[src/rtl/core/albd_pkg.sv]
// Shared types and constants for the ADC ladder button debouncer.
// Used by every module in rtl/core; no dependencies.
`timescale 1ns / 1ps
`default_nettype none

package albd_pkg;

   // ADC reading width
   localparam int ADC_BITS  = 12;
   localparam int MASK_BITS = 7;
   localparam int TIME_BITS = 32;
   localparam int DEB_BITS  = 16;

   localparam int BANDS_A   = 4;
   localparam int BANDS_B   = 2;
   localparam int B_LSB     = BANDS_A;
   localparam int POWER_BIT = BANDS_A + BANDS_B;

   localparam int CSR_IDX_BITS  = 3;
   localparam int CSR_DATA_BITS = (ADC_BITS > DEB_BITS) ? ADC_BITS : DEB_BITS;

   localparam int REQ_FIELD_BITS = 2 * ADC_BITS + 1 + TIME_BITS;
   localparam int REQ_TDATA_BITS = ((REQ_FIELD_BITS + 7) / 8) * 8;
   localparam int RSP_FIELD_BITS = 3 * MASK_BITS + 2 + TIME_BITS;
   localparam int RSP_TDATA_BITS = ((RSP_FIELD_BITS + 7) / 8) * 8;

   // register indexes
   localparam logic [CSR_IDX_BITS-1:0] REG_LADDER_A_TOP = 3'd0;
   localparam logic [CSR_IDX_BITS-1:0] REG_LADDER_A_T1  = 3'd1;
   localparam logic [CSR_IDX_BITS-1:0] REG_LADDER_A_T2  = 3'd2;
   localparam logic [CSR_IDX_BITS-1:0] REG_LADDER_A_T3  = 3'd3;
   localparam logic [CSR_IDX_BITS-1:0] REG_LADDER_B_TOP = 3'd4;
   localparam logic [CSR_IDX_BITS-1:0] REG_LADDER_B_T1  = 3'd5;
   localparam logic [CSR_IDX_BITS-1:0] REG_DEBOUNCE_MS  = 3'd6;

   // reset values
   localparam logic [ADC_BITS-1:0] RST_LADDER_A_TOP = ADC_BITS'(3999);
   localparam logic [ADC_BITS-1:0] RST_LADDER_A_T1  = ADC_BITS'(3260);
   localparam logic [ADC_BITS-1:0] RST_LADDER_A_T2  = ADC_BITS'(2408);
   localparam logic [ADC_BITS-1:0] RST_LADDER_A_T3  = ADC_BITS'(1194);
   localparam logic [ADC_BITS-1:0] RST_LADDER_B_TOP = ADC_BITS'(2583);
   localparam logic [ADC_BITS-1:0] RST_LADDER_B_T1  = ADC_BITS'(1944);
   localparam logic [DEB_BITS-1:0] RST_DEBOUNCE_MS  = DEB_BITS'(5);

   typedef struct packed {
      logic                     en;
      logic [CSR_IDX_BITS-1:0]  index;
      logic [CSR_DATA_BITS-1:0] data;
   } csr_wr_type;

   // one classified sample tick
   typedef struct packed {
      logic [MASK_BITS-1:0] raw;
      logic [TIME_BITS-1:0] now;
   } item_type;

   typedef struct packed {
      logic full;
      logic empty;
   } queue_status_type;

   typedef struct packed {
      logic [TIME_BITS-1:0] held_ms;
      logic                 any_released;
      logic                 any_pressed;
      logic [MASK_BITS-1:0] released_mask;
      logic [MASK_BITS-1:0] pressed_mask;
      logic [MASK_BITS-1:0] stable_mask;
   } result_type;

endpackage

`default_nettype wire

[src/rtl/core/albd_front.sv]
// Front end: ladder threshold registers and band classification into a raw mask.
// Depends on albd_pkg.
`timescale 1ns / 1ps
`default_nettype none

module albd_front (
   input  wire logic                          clock,
   input  wire logic                          reset,
   input  wire albd_pkg::csr_wr_type          csr,
   input  wire logic [albd_pkg::ADC_BITS-1:0] adc_a,
   input  wire logic [albd_pkg::ADC_BITS-1:0] adc_b,
   input  wire logic                          power_level,
   input  wire logic [albd_pkg::TIME_BITS-1:0] now_ms,
   output albd_pkg::item_type                 item
);

   logic [albd_pkg::ADC_BITS-1:0] bound_a_ff [albd_pkg::BANDS_A];
   logic [albd_pkg::ADC_BITS-1:0] bound_b_ff [albd_pkg::BANDS_B];
   logic [albd_pkg::ADC_BITS-1:0] wr_value;
   logic [albd_pkg::BANDS_A-1:0]  hit_a;
   logic [albd_pkg::BANDS_B-1:0]  hit_b;
   logic                          found_a;
   logic                          found_b;

   assign wr_value = csr.data[albd_pkg::ADC_BITS-1:0];

   always_ff @(posedge clock) begin
      if (reset) begin
         bound_a_ff[0] <= albd_pkg::RST_LADDER_A_TOP;
         bound_a_ff[1] <= albd_pkg::RST_LADDER_A_T1;
         bound_a_ff[2] <= albd_pkg::RST_LADDER_A_T2;
         bound_a_ff[3] <= albd_pkg::RST_LADDER_A_T3;
         bound_b_ff[0] <= albd_pkg::RST_LADDER_B_TOP;
         bound_b_ff[1] <= albd_pkg::RST_LADDER_B_T1;
      end else if (csr.en) begin
         unique case (csr.index)
            albd_pkg::REG_LADDER_A_TOP: bound_a_ff[0] <= wr_value;
            albd_pkg::REG_LADDER_A_T1:  bound_a_ff[1] <= wr_value;
            albd_pkg::REG_LADDER_A_T2:  bound_a_ff[2] <= wr_value;
            albd_pkg::REG_LADDER_A_T3:  bound_a_ff[3] <= wr_value;
            albd_pkg::REG_LADDER_B_TOP: bound_b_ff[0] <= wr_value;
            albd_pkg::REG_LADDER_B_T1:  bound_b_ff[1] <= wr_value;
            default: ;
         endcase
      end
   end

   // first band (bound[i+1] < v <= bound[i]) wins; lowest band open below
   always_comb begin
      found_a = 1'b0;
      hit_a   = '0;
      for (int i = 0; i < albd_pkg::BANDS_A - 1; i++) begin
         if (!found_a && (bound_a_ff[i + 1] < adc_a) && (adc_a <= bound_a_ff[i])) begin
            hit_a[i] = 1'b1;
            found_a  = 1'b1;
         end
      end
      if (!found_a && (adc_a <= bound_a_ff[albd_pkg::BANDS_A - 1])) begin
         hit_a[albd_pkg::BANDS_A - 1] = 1'b1;
         found_a                      = 1'b1;
      end
      found_b = 1'b0;
      hit_b   = '0;
      for (int i = 0; i < albd_pkg::BANDS_B - 1; i++) begin
         if (!found_b && (bound_b_ff[i + 1] < adc_b) && (adc_b <= bound_b_ff[i])) begin
            hit_b[i] = 1'b1;
            found_b  = 1'b1;
         end
      end
      if (!found_b && (adc_b <= bound_b_ff[albd_pkg::BANDS_B - 1])) begin
         hit_b[albd_pkg::BANDS_B - 1] = 1'b1;
         found_b                      = 1'b1;
      end
   end

   assign item.raw = {~power_level, hit_b, hit_a};
   assign item.now = now_ms;

endmodule

`default_nettype wire

[src/rtl/core/albd_queue.sv]
// Two-entry queue between the classifier and the debounce back end.
// Depends on albd_pkg.
`timescale 1ns / 1ps
`default_nettype none

module albd_queue (
   input  wire logic                     clock,
   input  wire logic                     reset,
   input  wire logic                     push,
   input  wire albd_pkg::item_type       push_item,
   input  wire logic                     pop,
   output albd_pkg::item_type            pop_item,
   output albd_pkg::queue_status_type    status
);

   albd_pkg::item_type slot_ff [2];
   logic       wr_ptr_ff, wr_ptr_in;
   logic       rd_ptr_ff, rd_ptr_in;
   logic [1:0] count_ff, count_in;

   assign status.full  = (count_ff == 2'd2);
   assign status.empty = (count_ff == 2'd0);
   assign pop_item     = slot_ff[rd_ptr_ff];

   always_comb begin
      wr_ptr_in = wr_ptr_ff ^ push;
      rd_ptr_in = rd_ptr_ff ^ pop;
      count_in  = count_ff + {1'b0, push} - {1'b0, pop};
   end

   always_ff @(posedge clock) begin
      if (reset) begin
         wr_ptr_ff <= 1'b0;
         rd_ptr_ff <= 1'b0;
         count_ff  <= 2'd0;
      end else begin
         wr_ptr_ff <= wr_ptr_in;
         rd_ptr_ff <= rd_ptr_in;
         count_ff  <= count_in;
      end
   end

   always_ff @(posedge clock) begin
      if (push) begin
         slot_ff[wr_ptr_ff] <= push_item;
      end
   end

endmodule

`default_nettype wire

[src/rtl/core/albd_back.sv]
// Back end: debounce state, press timing and the registered result beat.
// Depends on albd_pkg.
`timescale 1ns / 1ps
`default_nettype none

module albd_back (
   input  wire logic                 clock,
   input  wire logic                 reset,
   input  wire albd_pkg::csr_wr_type csr,
   input  wire albd_pkg::item_type   item,
   input  wire logic                 item_valid,
   output logic                      item_pop,
   output albd_pkg::result_type      result,
   output logic                      result_valid,
   input  wire logic                 result_ready
);

   logic [albd_pkg::DEB_BITS-1:0]  debounce_ff;
   logic [albd_pkg::MASK_BITS-1:0] raw_prev_ff, raw_prev_in;
   logic [albd_pkg::TIME_BITS-1:0] change_stamp_ff, change_stamp_in;
   logic [albd_pkg::MASK_BITS-1:0] stable_ff, stable_in;
   logic [albd_pkg::TIME_BITS-1:0] start_ff, start_in;
   logic [albd_pkg::TIME_BITS-1:0] finish_ff, finish_in;
   logic                           valid_ff;
   albd_pkg::result_type           result_ff, result_in;
   logic [albd_pkg::TIME_BITS-1:0] steady_ms;
   logic [albd_pkg::MASK_BITS-1:0] pressed;
   logic [albd_pkg::MASK_BITS-1:0] released;
   logic                           changed;
   logic                           accept;

   assign item_pop     = item_valid && (!valid_ff || result_ready);
   assign result       = result_ff;
   assign result_valid = valid_ff;

   always_comb begin
      changed         = (item.raw != raw_prev_ff);
      raw_prev_in     = item.raw;
      change_stamp_in = changed ? item.now : change_stamp_ff;
      // a fresh change is never accepted, whatever the steady time
      steady_ms       = item.now - change_stamp_ff;
      accept          = !changed
                        && (steady_ms > {{(albd_pkg::TIME_BITS - albd_pkg::DEB_BITS){1'b0}},
                                         debounce_ff})
                        && (item.raw != stable_ff);
      pressed   = '0;
      released  = '0;
      stable_in = stable_ff;
      start_in  = start_ff;
      finish_in = finish_ff;
      if (accept) begin
         pressed   = item.raw & ~stable_ff;
         released  = stable_ff & ~item.raw;
         stable_in = item.raw;
         if ((pressed != '0) && (stable_ff == '0)) begin
            start_in = item.now;
         end
         if ((released != '0) && (item.raw == '0)) begin
            finish_in = item.now;
         end
      end
      result_in.stable_mask   = stable_in;
      result_in.pressed_mask  = pressed;
      result_in.released_mask = released;
      result_in.any_pressed   = (pressed != '0);
      result_in.any_released  = (released != '0);
      result_in.held_ms       = (stable_in != '0) ? (item.now - start_in)
                                                  : (finish_in - start_in);
   end

   always_ff @(posedge clock) begin
      if (reset) begin
         debounce_ff <= albd_pkg::RST_DEBOUNCE_MS;
      end else if (csr.en && (csr.index == albd_pkg::REG_DEBOUNCE_MS)) begin
         debounce_ff <= csr.data[albd_pkg::DEB_BITS-1:0];
      end
   end

   always_ff @(posedge clock) begin
      if (reset) begin
         raw_prev_ff     <= '0;
         change_stamp_ff <= '0;
         stable_ff       <= '0;
         start_ff        <= '0;
         finish_ff       <= '0;
         valid_ff        <= 1'b0;
      end else begin
         if (item_pop) begin
            raw_prev_ff     <= raw_prev_in;
            change_stamp_ff <= change_stamp_in;
            stable_ff       <= stable_in;
            start_ff        <= start_in;
            finish_ff       <= finish_in;
            valid_ff        <= 1'b1;
         end else if (result_ready) begin
            valid_ff <= 1'b0;
         end
      end
   end

   always_ff @(posedge clock) begin
      if (item_pop) begin
         result_ff <= result_in;
      end
   end

endmodule

`default_nettype wire

[src/rtl/core/adc_ladder_button_debouncer.sv]
// A beat taken on req_ is classified in the accept cycle and queued; the debounce update
// writes the registered result offered on rsp_. Throughput: one beat per cycle while
// rsp_ is not stalled; queue plus result register hold three stalled beats.
// Reset (synchronous, active high) restores the default thresholds and debounce
// time, clears debounce/press state, empties the queue and drops rsp_tvalid.
`timescale 1ns / 1ps
`default_nettype none

module adc_ladder_button_debouncer (
   input  wire logic                                clock,
   input  wire logic                                reset,
   // tdata: adc_a, adc_b, power_level, now_ms, zero pad (lowest bit first)
   input  wire logic                                req_tvalid,
   output logic                                     req_tready,
   input  wire logic [albd_pkg::REQ_TDATA_BITS-1:0] req_tdata,
   // tdata: stable_mask, pressed_mask, released_mask, any_pressed,
   //        any_released, held_ms, zero pad (lowest bit first)
   output logic                                     rsp_tvalid,
   input  wire logic                                rsp_tready,
   output logic [albd_pkg::RSP_TDATA_BITS-1:0]      rsp_tdata,
   input  wire logic                                csr_we,
   input  wire logic [albd_pkg::CSR_IDX_BITS-1:0]   csr_index,
   input  wire logic [albd_pkg::CSR_DATA_BITS-1:0]  csr_wdata
);

   localparam int A_LSB   = 0;
   localparam int B_LSB   = albd_pkg::ADC_BITS;
   localparam int PWR_BIT = 2 * albd_pkg::ADC_BITS;
   localparam int NOW_LSB = PWR_BIT + 1;

   albd_pkg::csr_wr_type       csr;
   albd_pkg::item_type         front_item;
   albd_pkg::item_type         queue_item;
   albd_pkg::queue_status_type q_status;
   albd_pkg::result_type       result;
   logic                       push;
   logic                       pop;

   assign csr.en    = csr_we;
   assign csr.index = csr_index;
   assign csr.data  = csr_wdata;

   // the queue decouples input acceptance from output back-pressure
   assign req_tready = !q_status.full;
   assign push       = req_tvalid && req_tready;

   albd_front u_front (
      .clock       (clock),
      .reset       (reset),
      .csr         (csr),
      .adc_a       (req_tdata[A_LSB +: albd_pkg::ADC_BITS]),
      .adc_b       (req_tdata[B_LSB +: albd_pkg::ADC_BITS]),
      .power_level (req_tdata[PWR_BIT]),
      .now_ms      (req_tdata[NOW_LSB +: albd_pkg::TIME_BITS]),
      .item        (front_item)
   );

   albd_queue u_queue (
      .clock     (clock),
      .reset     (reset),
      .push      (push),
      .push_item (front_item),
      .pop       (pop),
      .pop_item  (queue_item),
      .status    (q_status)
   );

   albd_back u_back (
      .clock        (clock),
      .reset        (reset),
      .csr          (csr),
      .item         (queue_item),
      .item_valid   (!q_status.empty),
      .item_pop     (pop),
      .result       (result),
      .result_valid (rsp_tvalid),
      .result_ready (rsp_tready)
   );

   assign rsp_tdata = {{(albd_pkg::RSP_TDATA_BITS - albd_pkg::RSP_FIELD_BITS){1'b0}}, result};

   // a button cannot be pressed and released in the same beat
   assert property (@(posedge clock) disable iff (reset)
      rsp_tvalid |-> ((result.pressed_mask & result.released_mask) == '0))
      else $error("pressed and released masks overlap");

   // pressed bits must land in the stable mask, released bits must leave it
   assert property (@(posedge clock) disable iff (reset)
      rsp_tvalid |-> (((result.pressed_mask & ~result.stable_mask) == '0)
                      && ((result.released_mask & result.stable_mask) == '0)))
      else $error("event masks disagree with stable mask");

   // summary flags follow their masks
   assert property (@(posedge clock) disable iff (reset)
      rsp_tvalid |-> ((result.any_pressed == (result.pressed_mask != '0))
                      && (result.any_released == (result.released_mask != '0))))
      else $error("any flags disagree with masks");

   // queue never reads as both full and empty, and never pops when empty
   assert property (@(posedge clock) disable iff (reset)
      !(q_status.full && q_status.empty) && !(pop && q_status.empty))
      else $error("queue status broken");

endmodule

`default_nettype wire

[config.mk]
export PLATFORM = sky130hd
export DESIGN_NAME = adc_ladder_button_debouncer
export DESIGN_NICKNAME = d
export VERILOG_FILES = /design/src/rtl/core/albd_pkg.sv /design/src/rtl/core/albd_front.sv /design/src/rtl/core/albd_queue.sv /design/src/rtl/core/albd_back.sv /design/src/rtl/core/adc_ladder_button_debouncer.sv
export SDC_FILE = /design/constraint.sdc
export NUM_CORES = 1
export LEC_CHECK = 0
export BUFFER_PORTS_ARGS = -buffer_cell sky130_fd_sc_hd__buf_4
export CAP_MARGIN = 15
export CORE_AREA = 2 2 179 199
export DETAILED_ROUTE_END_ITERATION = 10
export DIE_AREA = 0 0 181 201
export PLACE_DENSITY = 0.82
export REMOVE_ABC_BUFFERS = 1
export SYNTH_ARGS = -nofsm -noshare
export SYNTH_HDL_FRONTEND = slang
export SYNTH_SLANG_ARGS = --single-unit
[constraint.sdc]
create_clock -name clock -period 8.3 [get_ports clock]
set_input_delay 0.83 -clock clock [delete_from_list [all_inputs] [get_ports clock]]
set_output_delay 0.83 -clock clock [all_outputs]
set_load 0.005 [all_outputs]
==> results of run 1 <==
==> registers in the layout, summed over array words and instances (netlist names) <==
register	count
u_queue.slot_ff	78
u_back.result	55
u_front.bound_a_ff	48
u_back.change_stamp_ff	32
u_back.finish_ff	32
u_back.start_ff	32
u_front.bound_b_ff	24
u_back.debounce_ff	16
u_back.raw_prev_ff	7
u_back.stable_ff	7
u_queue.count_ff	2
u_back.result_valid	1
u_queue.rd_ptr_ff	1
u_queue.wr_ptr_ff	1
==> critical path: cells and delay by family (launching register included) <==
family | cells | cell delay (ns)
fa+ha+maj | 3 | 0.94
mux | 1 | 0.29
flops | 1 | 0.42
simple gates | 8 | 1.11
xor+xnor | 2 | 0.32
buf+inv | 6 | 0.99
compound gates | 22 | 4.23
==> per-layer routing <==
layer | GRT usage | wire length, um | part of all wire
met1 | 0.318 | 19900 | 0.41
met2 | 0.451 | 24000 | 0.49
met3 | 0.0394 | 3010 | 0.061
met4 | 0.118 | 2190 | 0.045
met5 | 0 | 0 | 0
==> per-stage QoR <==
step | cells | TNS [ns] | hold slack [ns] | util
final | 2664 | -1.22 | 0.460 | 0.669
after global routing | 2663 | -4.21 | 0.453 | 0.669
after CTS | 2644 | 0 | 0.445 | 0.656
after detailed placement | 2562 | -3.46 | 0.454 | 0.612
after floorplan | 1816 | -28.18 | 0.430 | -
after global placement | 2562 | -1.52 | 0.443 | 0.612
==> logic make-up (layout without fill, tap and decap cells) <==
| group | count (synthesis) | count (layout) |
|---|---|---|
| flops | 336 | 336 |
| simple gates | 581 | 581 |
| fa+ha+maj | 172 | 172 |
| other cells | 1 | 2 |
| compound gates | 424 | 425 |
| mux | 75 | 75 |
| buf+inv | 253 | 574 |
| xor+xnor | 55 | 55 |
==> cells in the final DEF, fill, tap and decap left out, types with 18 or more instances in the layout <==
| master | count |
|---|---|
| nor2_1 | 222 |
| a211oi_1 | 73 |
| xnor2_1 | 41 |
| dfxtp_1 | 130 |
| clkbuf_16 | 38 |
| and3_1 | 38 |
| nor2b_1 | 23 |
| and2_1 | 18 |
| o21ai_0 | 34 |
| mux2i_1 | 67 |
| nand3_1 | 22 |
| inv_1 | 169 |
| nor3_1 | 19 |
| edfxtp_1 | 205 |
| nand2b_1 | 37 |
| a21o_1 | 32 |
| nand4_1 | 26 |
| nand2_1 | 113 |
| a21oi_1 | 157 |
| ha_1 | 164 |
| buf_4 | 319 |
==> layout make-up <==
class | instances | area, um^2 | area share
diodes | 1 | 2.50 | 0.000108
clock buffers | 47 | 1020 | 0.0443
clock inverters | 19 | 209 | 0.00903
inverters | 172 | 646 | 0.0279
multi-input cells | 1309 | 9290 | 0.401
flip-flops and latches | 336 | 8780 | 0.379
well taps | 444 | 556 | 0.0240
repair buffers | 336 | 2630 | 0.114
==> power by group through the flow <==
stage                     Combinational (W)  Clock [W]  Sequential [W]
after global placement              0.00533          0         0.00247
after CTS                           0.00588    0.00167         0.00245
final                               0.00649    0.00166         0.00246
after floorplan                     0.00338          0         0.00250
after detailed placement            0.00553          0         0.00248
after global routing                0.00706    0.00174         0.00249
==> final timing paths <==
kind                                 to  slack (ns)
hold / removal    u_back.debounce_ff[1]        0.46
setup / recovery      u_back.result[54]       -0.30
setup reg to reg      u_back.result[54]       -0.30
hold reg to reg   u_back.debounce_ff[1]        0.46
==> timing repair <==
item                                    in CTS  in global routing
setup buffers                               14                 17
pin swaps                                   18                 45
gates cloned                                 2                  0
resized for setup                           42                 57
endpoints found under the setup margin      11                 15
==> results.json, run 1 <==
{
  "cts_max_level": 2,
  "ir_worst_vdd_v": 0.000283,
  "synthDistinctLibCells": 77,
  "wl_per_cell_um": 18.4,
  "rsz0062_at_grt": "true",
  "yosysMostFrequentCell": "nor2_1",
  "start_util": 0.540,
  "grt_pass1_vias": 15463,
  "dieArea_um2": 36400,
  "ctsHoldBuffers": 0,
  "grt_overflow": 0,
  "seqPwrFrac": 0.232,
  "clk_pin_slew_worst_paths_ns": 0.06,
  "synth_area_um2": 18700,
  "setup_viol": 8,
  "dominantRegCellSynth": "edfxtp_1",
  "drv_slew": 0,
  "cp.arrival_ns": 8.86,
  "cap_violations": 0,
  "worst_pin_slew_ns": 1.11,
  "dr.pass1.iters": 5,
  "grt_pass1_wl_mm": 76.6,
  "startpoint": "u_queue.rd_ptr_ff",
  "final.min_clock_period_ns": 8.60,
  "synth_area_leader_cell": "edfxtp_1",
  "cts_tree": "built",
  "async_flop_share": 0,
  "crit_slowest_cell": "dfxtp_4",
  "critical_path_class": "register to register",
  "p_leak_nw": 9.96,
  "hold_path.class": "register to register",
  "crit_path_end_kind": "register",
  "synthTopCellsByArea": "edfxtp_1, dfxtp_1, ha_1",
  "synth_top_family_by_area": "simple AND/OR/NAND/NOR gates",
  "cts.sinks": 336,
  "rows": 72,
  "synth-xor-area-share": 0.0258,
  "synth_warnings": 0,
  "hp-start": "u_back.debounce_ff[1]",
  "grt_max_degree": 90,
  "cts.path.max_buffers": 3,
  "nets": 2451,
  "synth_top_area_share": 0.330,
  "p_per_area_nw_per_um2": 458,
  "max_stage_delay_ns": 0.42,
  "slew_headroom": 0.257,
  "synth_compound_area_frac": 0.146,
  "fin_ws_ns": -0.301,
  "synth_seq_cells": 336,
  "layout-drive-gt1-share": 0.220,
  "cp-start-kind": "register",
  "synthSimpleGateAreaFrac": 0.149,
  "synthMuxAreaShare": 0.0402,
  "r2r_cells": 42,
  "postSynthCellCount": 1897,
  "finalHoldViolations": 0,
  "synth_common_cells": "nor2_1, edfxtp_1, inv_1, ha_1, a21oi_1",
  "drt_wl_total_mm": 49.0,
  "clock.fmax_mhz": 116,
  "r2r-start": "u_queue.rd_ptr_ff",
  "antenna_found_initial": 1,
  "hpwl_mm": 33.3,
  "pwr-share-clk": 0.156,
  "dpl-instance-area_um2": 21200,
  "track_usage": 0.259,
  "drt_iter0_drc": 1275,
  "holdPathStages": 2,
  "finalCritPeriodShare": 1.04,
  "synthAdderAreaFrac": 0.116,
  "route.vias.total": 15433,
  "p_sw_w": 0.00418,
  "crit_fanout": 24,
  "numCtsBuffers": 36,
  "nFillCells": 2495,
  "drc": 0,
  "portBuffers": 137,
  "fin_area_um2": 23100,
  "cpMostUsedCell": "a21oi_2",
  "switching_share": 0.394,
  "fp.coreArea_um2": 34600,
  "ant_nets": 0,
  "syn_to_final_growth_pct": 23.9,
  "die_h_um": 201,
  "finalPower_w": 0.0106,
  "gp_congestion": 0.927,
  "vias_per_cell": 5.79,
  "ios": 146,
  "status": "finished with violations",
  "clk_latency_ns": 0.55,
  "violations": "negative setup slack",
  "ys_seq_area_frac": 0.470,
  "worst-endpoint-required_ns": 8.56,
  "syn_avg_cell_area_um2": 9.85,
  "dp_slack_ns": -0.695,
  "pwr-share-comb": 0.612,
  "internal_power_w": 0.00643,
  "finClkSkew_ns": 0.0316,
  "die_w_um": 181,
  "synth_edf_count": 205,
  "root_buffer": "clkbuf_16"
}
(Power assumes the default switching activity.)
==> run 2: changes to the inputs <==
- HOLD_SLACK_MARGIN: default -> 0.12
- MAX_ROUTING_LAYER: default -> met4
- SETUP_SLACK_MARGIN: default -> 0.15
==> run 2 against run 1 <==
Register-to-register slack better by 0.31 ns. The flow finishes with violations (design-rule violations). Final area down 0.63%. Worst hold slack worse by 0.0041 ns. Fmax up 3.7%. Routed wire length down 2.4%.
==> results.json, run 2 (synthesized netlist as in run 1, its figures left out) <==
{
  "status": "finished with violations",
  "violations": "design-rule violations",
  "layout-drive-gt1-share": 0.220,
  "crit_fanout": 7,
  "cts.sinks": 336,
  "track_usage": 0.262,
  "finalHoldViolations": 0,
  "grt_max_degree": 86,
  "fp.coreArea_um2": 34600,
  "finalCritPeriodShare": 0.999,
  "portBuffers": 137,
  "ios": 146,
  "final_cell_mix": "buf_4, nor2_1, edfxtp_1",
  "final.min_clock_period_ns": 8.29,
  "syn_to_final_growth_pct": 23.1,
  "root_buffer": "clkbuf_16",
  "max_stage_delay_ns": 0.43,
  "r2r_cells": 42,
  "ctsHoldBuffers": 0,
  "critical_path_class": "register to register",
  "gp_congestion": 0.931,
  "worst-endpoint-required_ns": 8.55,
  "setup_viol": 0,
  "die_w_um": 181,
  "worst_pin_slew_ns": 1.14,
  "p_sw_w": 0.00407,
  "r2r_slack_ns": 0.008,
  "ir_worst_vdd_v": 0.000306,
  "vias_per_cell": 5.71,
  "rows": 72,
  "cts.path.max_buffers": 3,
  "p_per_area_nw_per_um2": 453,
  "drc": 1,
  "seqPwrFrac": 0.236,
  "internal_power_w": 0.00634,
  "num_antenna_cells": 0,
  "cpMostUsedCell": "o21ai_2",
  "nFillCells": 2596,
  "cp-start-kind": "register",
  "hold_path.class": "register to register",
  "clk_latency_ns": 0.55,
  "antenna_found_initial": 0,
  "pwr-share-comb": 0.607,
  "numCtsBuffers": 36,
  "grt_pass1_wl_mm": 75.0,
  "die_h_um": 201,
  "route.vias.total": 15166,
  "dr.pass1.iters": 9,
  "wl_per_cell_um": 18.0,
  "rsz0062_at_grt": "true",
  "p_leak_nw": 9.93,
  "slew_headroom": 0.241,
  "drv_slew": 0,
  "dieArea_um2": 36400,
  "pwr-share-clk": 0.157,
  "fin_ws_ns": 0.00845,
  "hpwl_mm": 33.7,
  "nets": 2447,
  "finClkSkew_ns": 0.0333,
  "cts_max_level": 2,
  "clk_pin_slew_worst_paths_ns": 0.06,
  "holdPathStages": 2,
  "crit_slowest_cell": "dfxtp_4",
  "cp.arrival_ns": 8.54,
  "regMostFlops": "u_queue.slot_ff",
  "clock.fmax_mhz": 121,
  "ant_nets": 0,
  "largest_register_ffs": 78,
  "crit_path_end_kind": "register",
  "finalPower_w": 0.0104,
  "grt_overflow": 0,
  "switching_share": 0.391,
  "drt_wl_total_mm": 47.9,
  "grt_pass1_vias": 14933,
  "drt_iter0_drc": 1137,
  "dp_slack_ns": -0.605,
  "start_util": 0.540,
  "cap_violations": 0,
  "cts_tree": "built",
  "mostFrequentLayoutCell": "buf_4"
}
## run 2: cell count changes in the layout (fill, tap and decap cells not counted), moves of 3 or more
cell	delta
buf_4	-5
buf_12	-4
clkbuf_8	+4
mux2i_2	+4
a21oi_4	-3
buf_6	+3
clkinv_1	-3
mux2i_4	-3
nor2_2	+3
## run 2: final timing paths
path | from | endpoint
setup / recovery | u_queue.rd_ptr_ff | u_back.result[54]
hold / removal | u_back.debounce_ff[6] | u_back.debounce_ff[6]
hold reg to reg | u_back.debounce_ff[6] | u_back.debounce_ff[6]
setup reg to reg | u_queue.rd_ptr_ff | u_back.result[54]
## run 2: power groups by stage
stage | registers [W] | logic (W) | clock network, W
after global routing | 0.00249 | 0.00689 | 0.00172
final | 0.00246 | 0.00632 | 0.00163
after floorplan | 0.00250 | 0.00338 | 0
after CTS | 0.00245 | 0.00584 | 0.00165
after detailed placement | 0.00249 | 0.00552 | 0
after global placement | 0.00247 | 0.00533 | 0
## run 2: through the flow
stage / hold WS (ns) / instance area [um^2] / setup TNS (ns) / utilization / instances
floorplan: 0.430 / 18300 / -28.18 / - / 1816
detailed placement: 0.451 / 21200 / -2.98 / 0.612 / 2560
global route: 0.460 / 23000 / -1.87 / 0.665 / 2658
finish: 0.456 / 23000 / 0 / 0.665 / 2658
CTS: 0.445 / 22700 / 0 / 0.655 / 2647
global placement: 0.445 / 21200 / -1.43 / 0.611 / 2559
## run 2: routing by layer
| layer | vias up | wire (um) | global-route usage |
|---|---|---|---|
| li1 | 7316 | - | - |
| met5 | - | 0 | - |
| met1 | 7193 | 19900 | 0.322 |
| met4 | 0 | 1720 | 0.104 |
| met2 | 536 | 23500 | 0.441 |
| met3 | 121 | 2710 | 0.0327 |
## run 2: final cells by class
class	count	area [um^2]	share of cell area
tap	444	556	0.0242
clock buffer	51	1060	0.0462
inverter	172	646	0.0281
timing repair buffer	333	2580	0.112
sequential	336	8780	0.382
clock inverter	14	139	0.00604
multi-input combinational	1308	9230	0.401
## run 2: timing repair
item                                    in CTS  in global routing
endpoints found under the setup margin      13                 16
cloned                                       1                  0
buffers inserted                            21                 10
pin swaps                                   23                 45
gates resized for setup                     38                 61
## run 2: worst max-delay path: cells and delay by family (launching register included)
family	cells	cell delay [ns]
buffers and inverters	4	0.56
and+or+nand+nor	11	1.58
DFF	1	0.43
muxes	1	0.26
adders and majority gates	3	0.94
xor gates and xnor gates	2	0.34
AOI/OAI and AO/OA	21	3.88
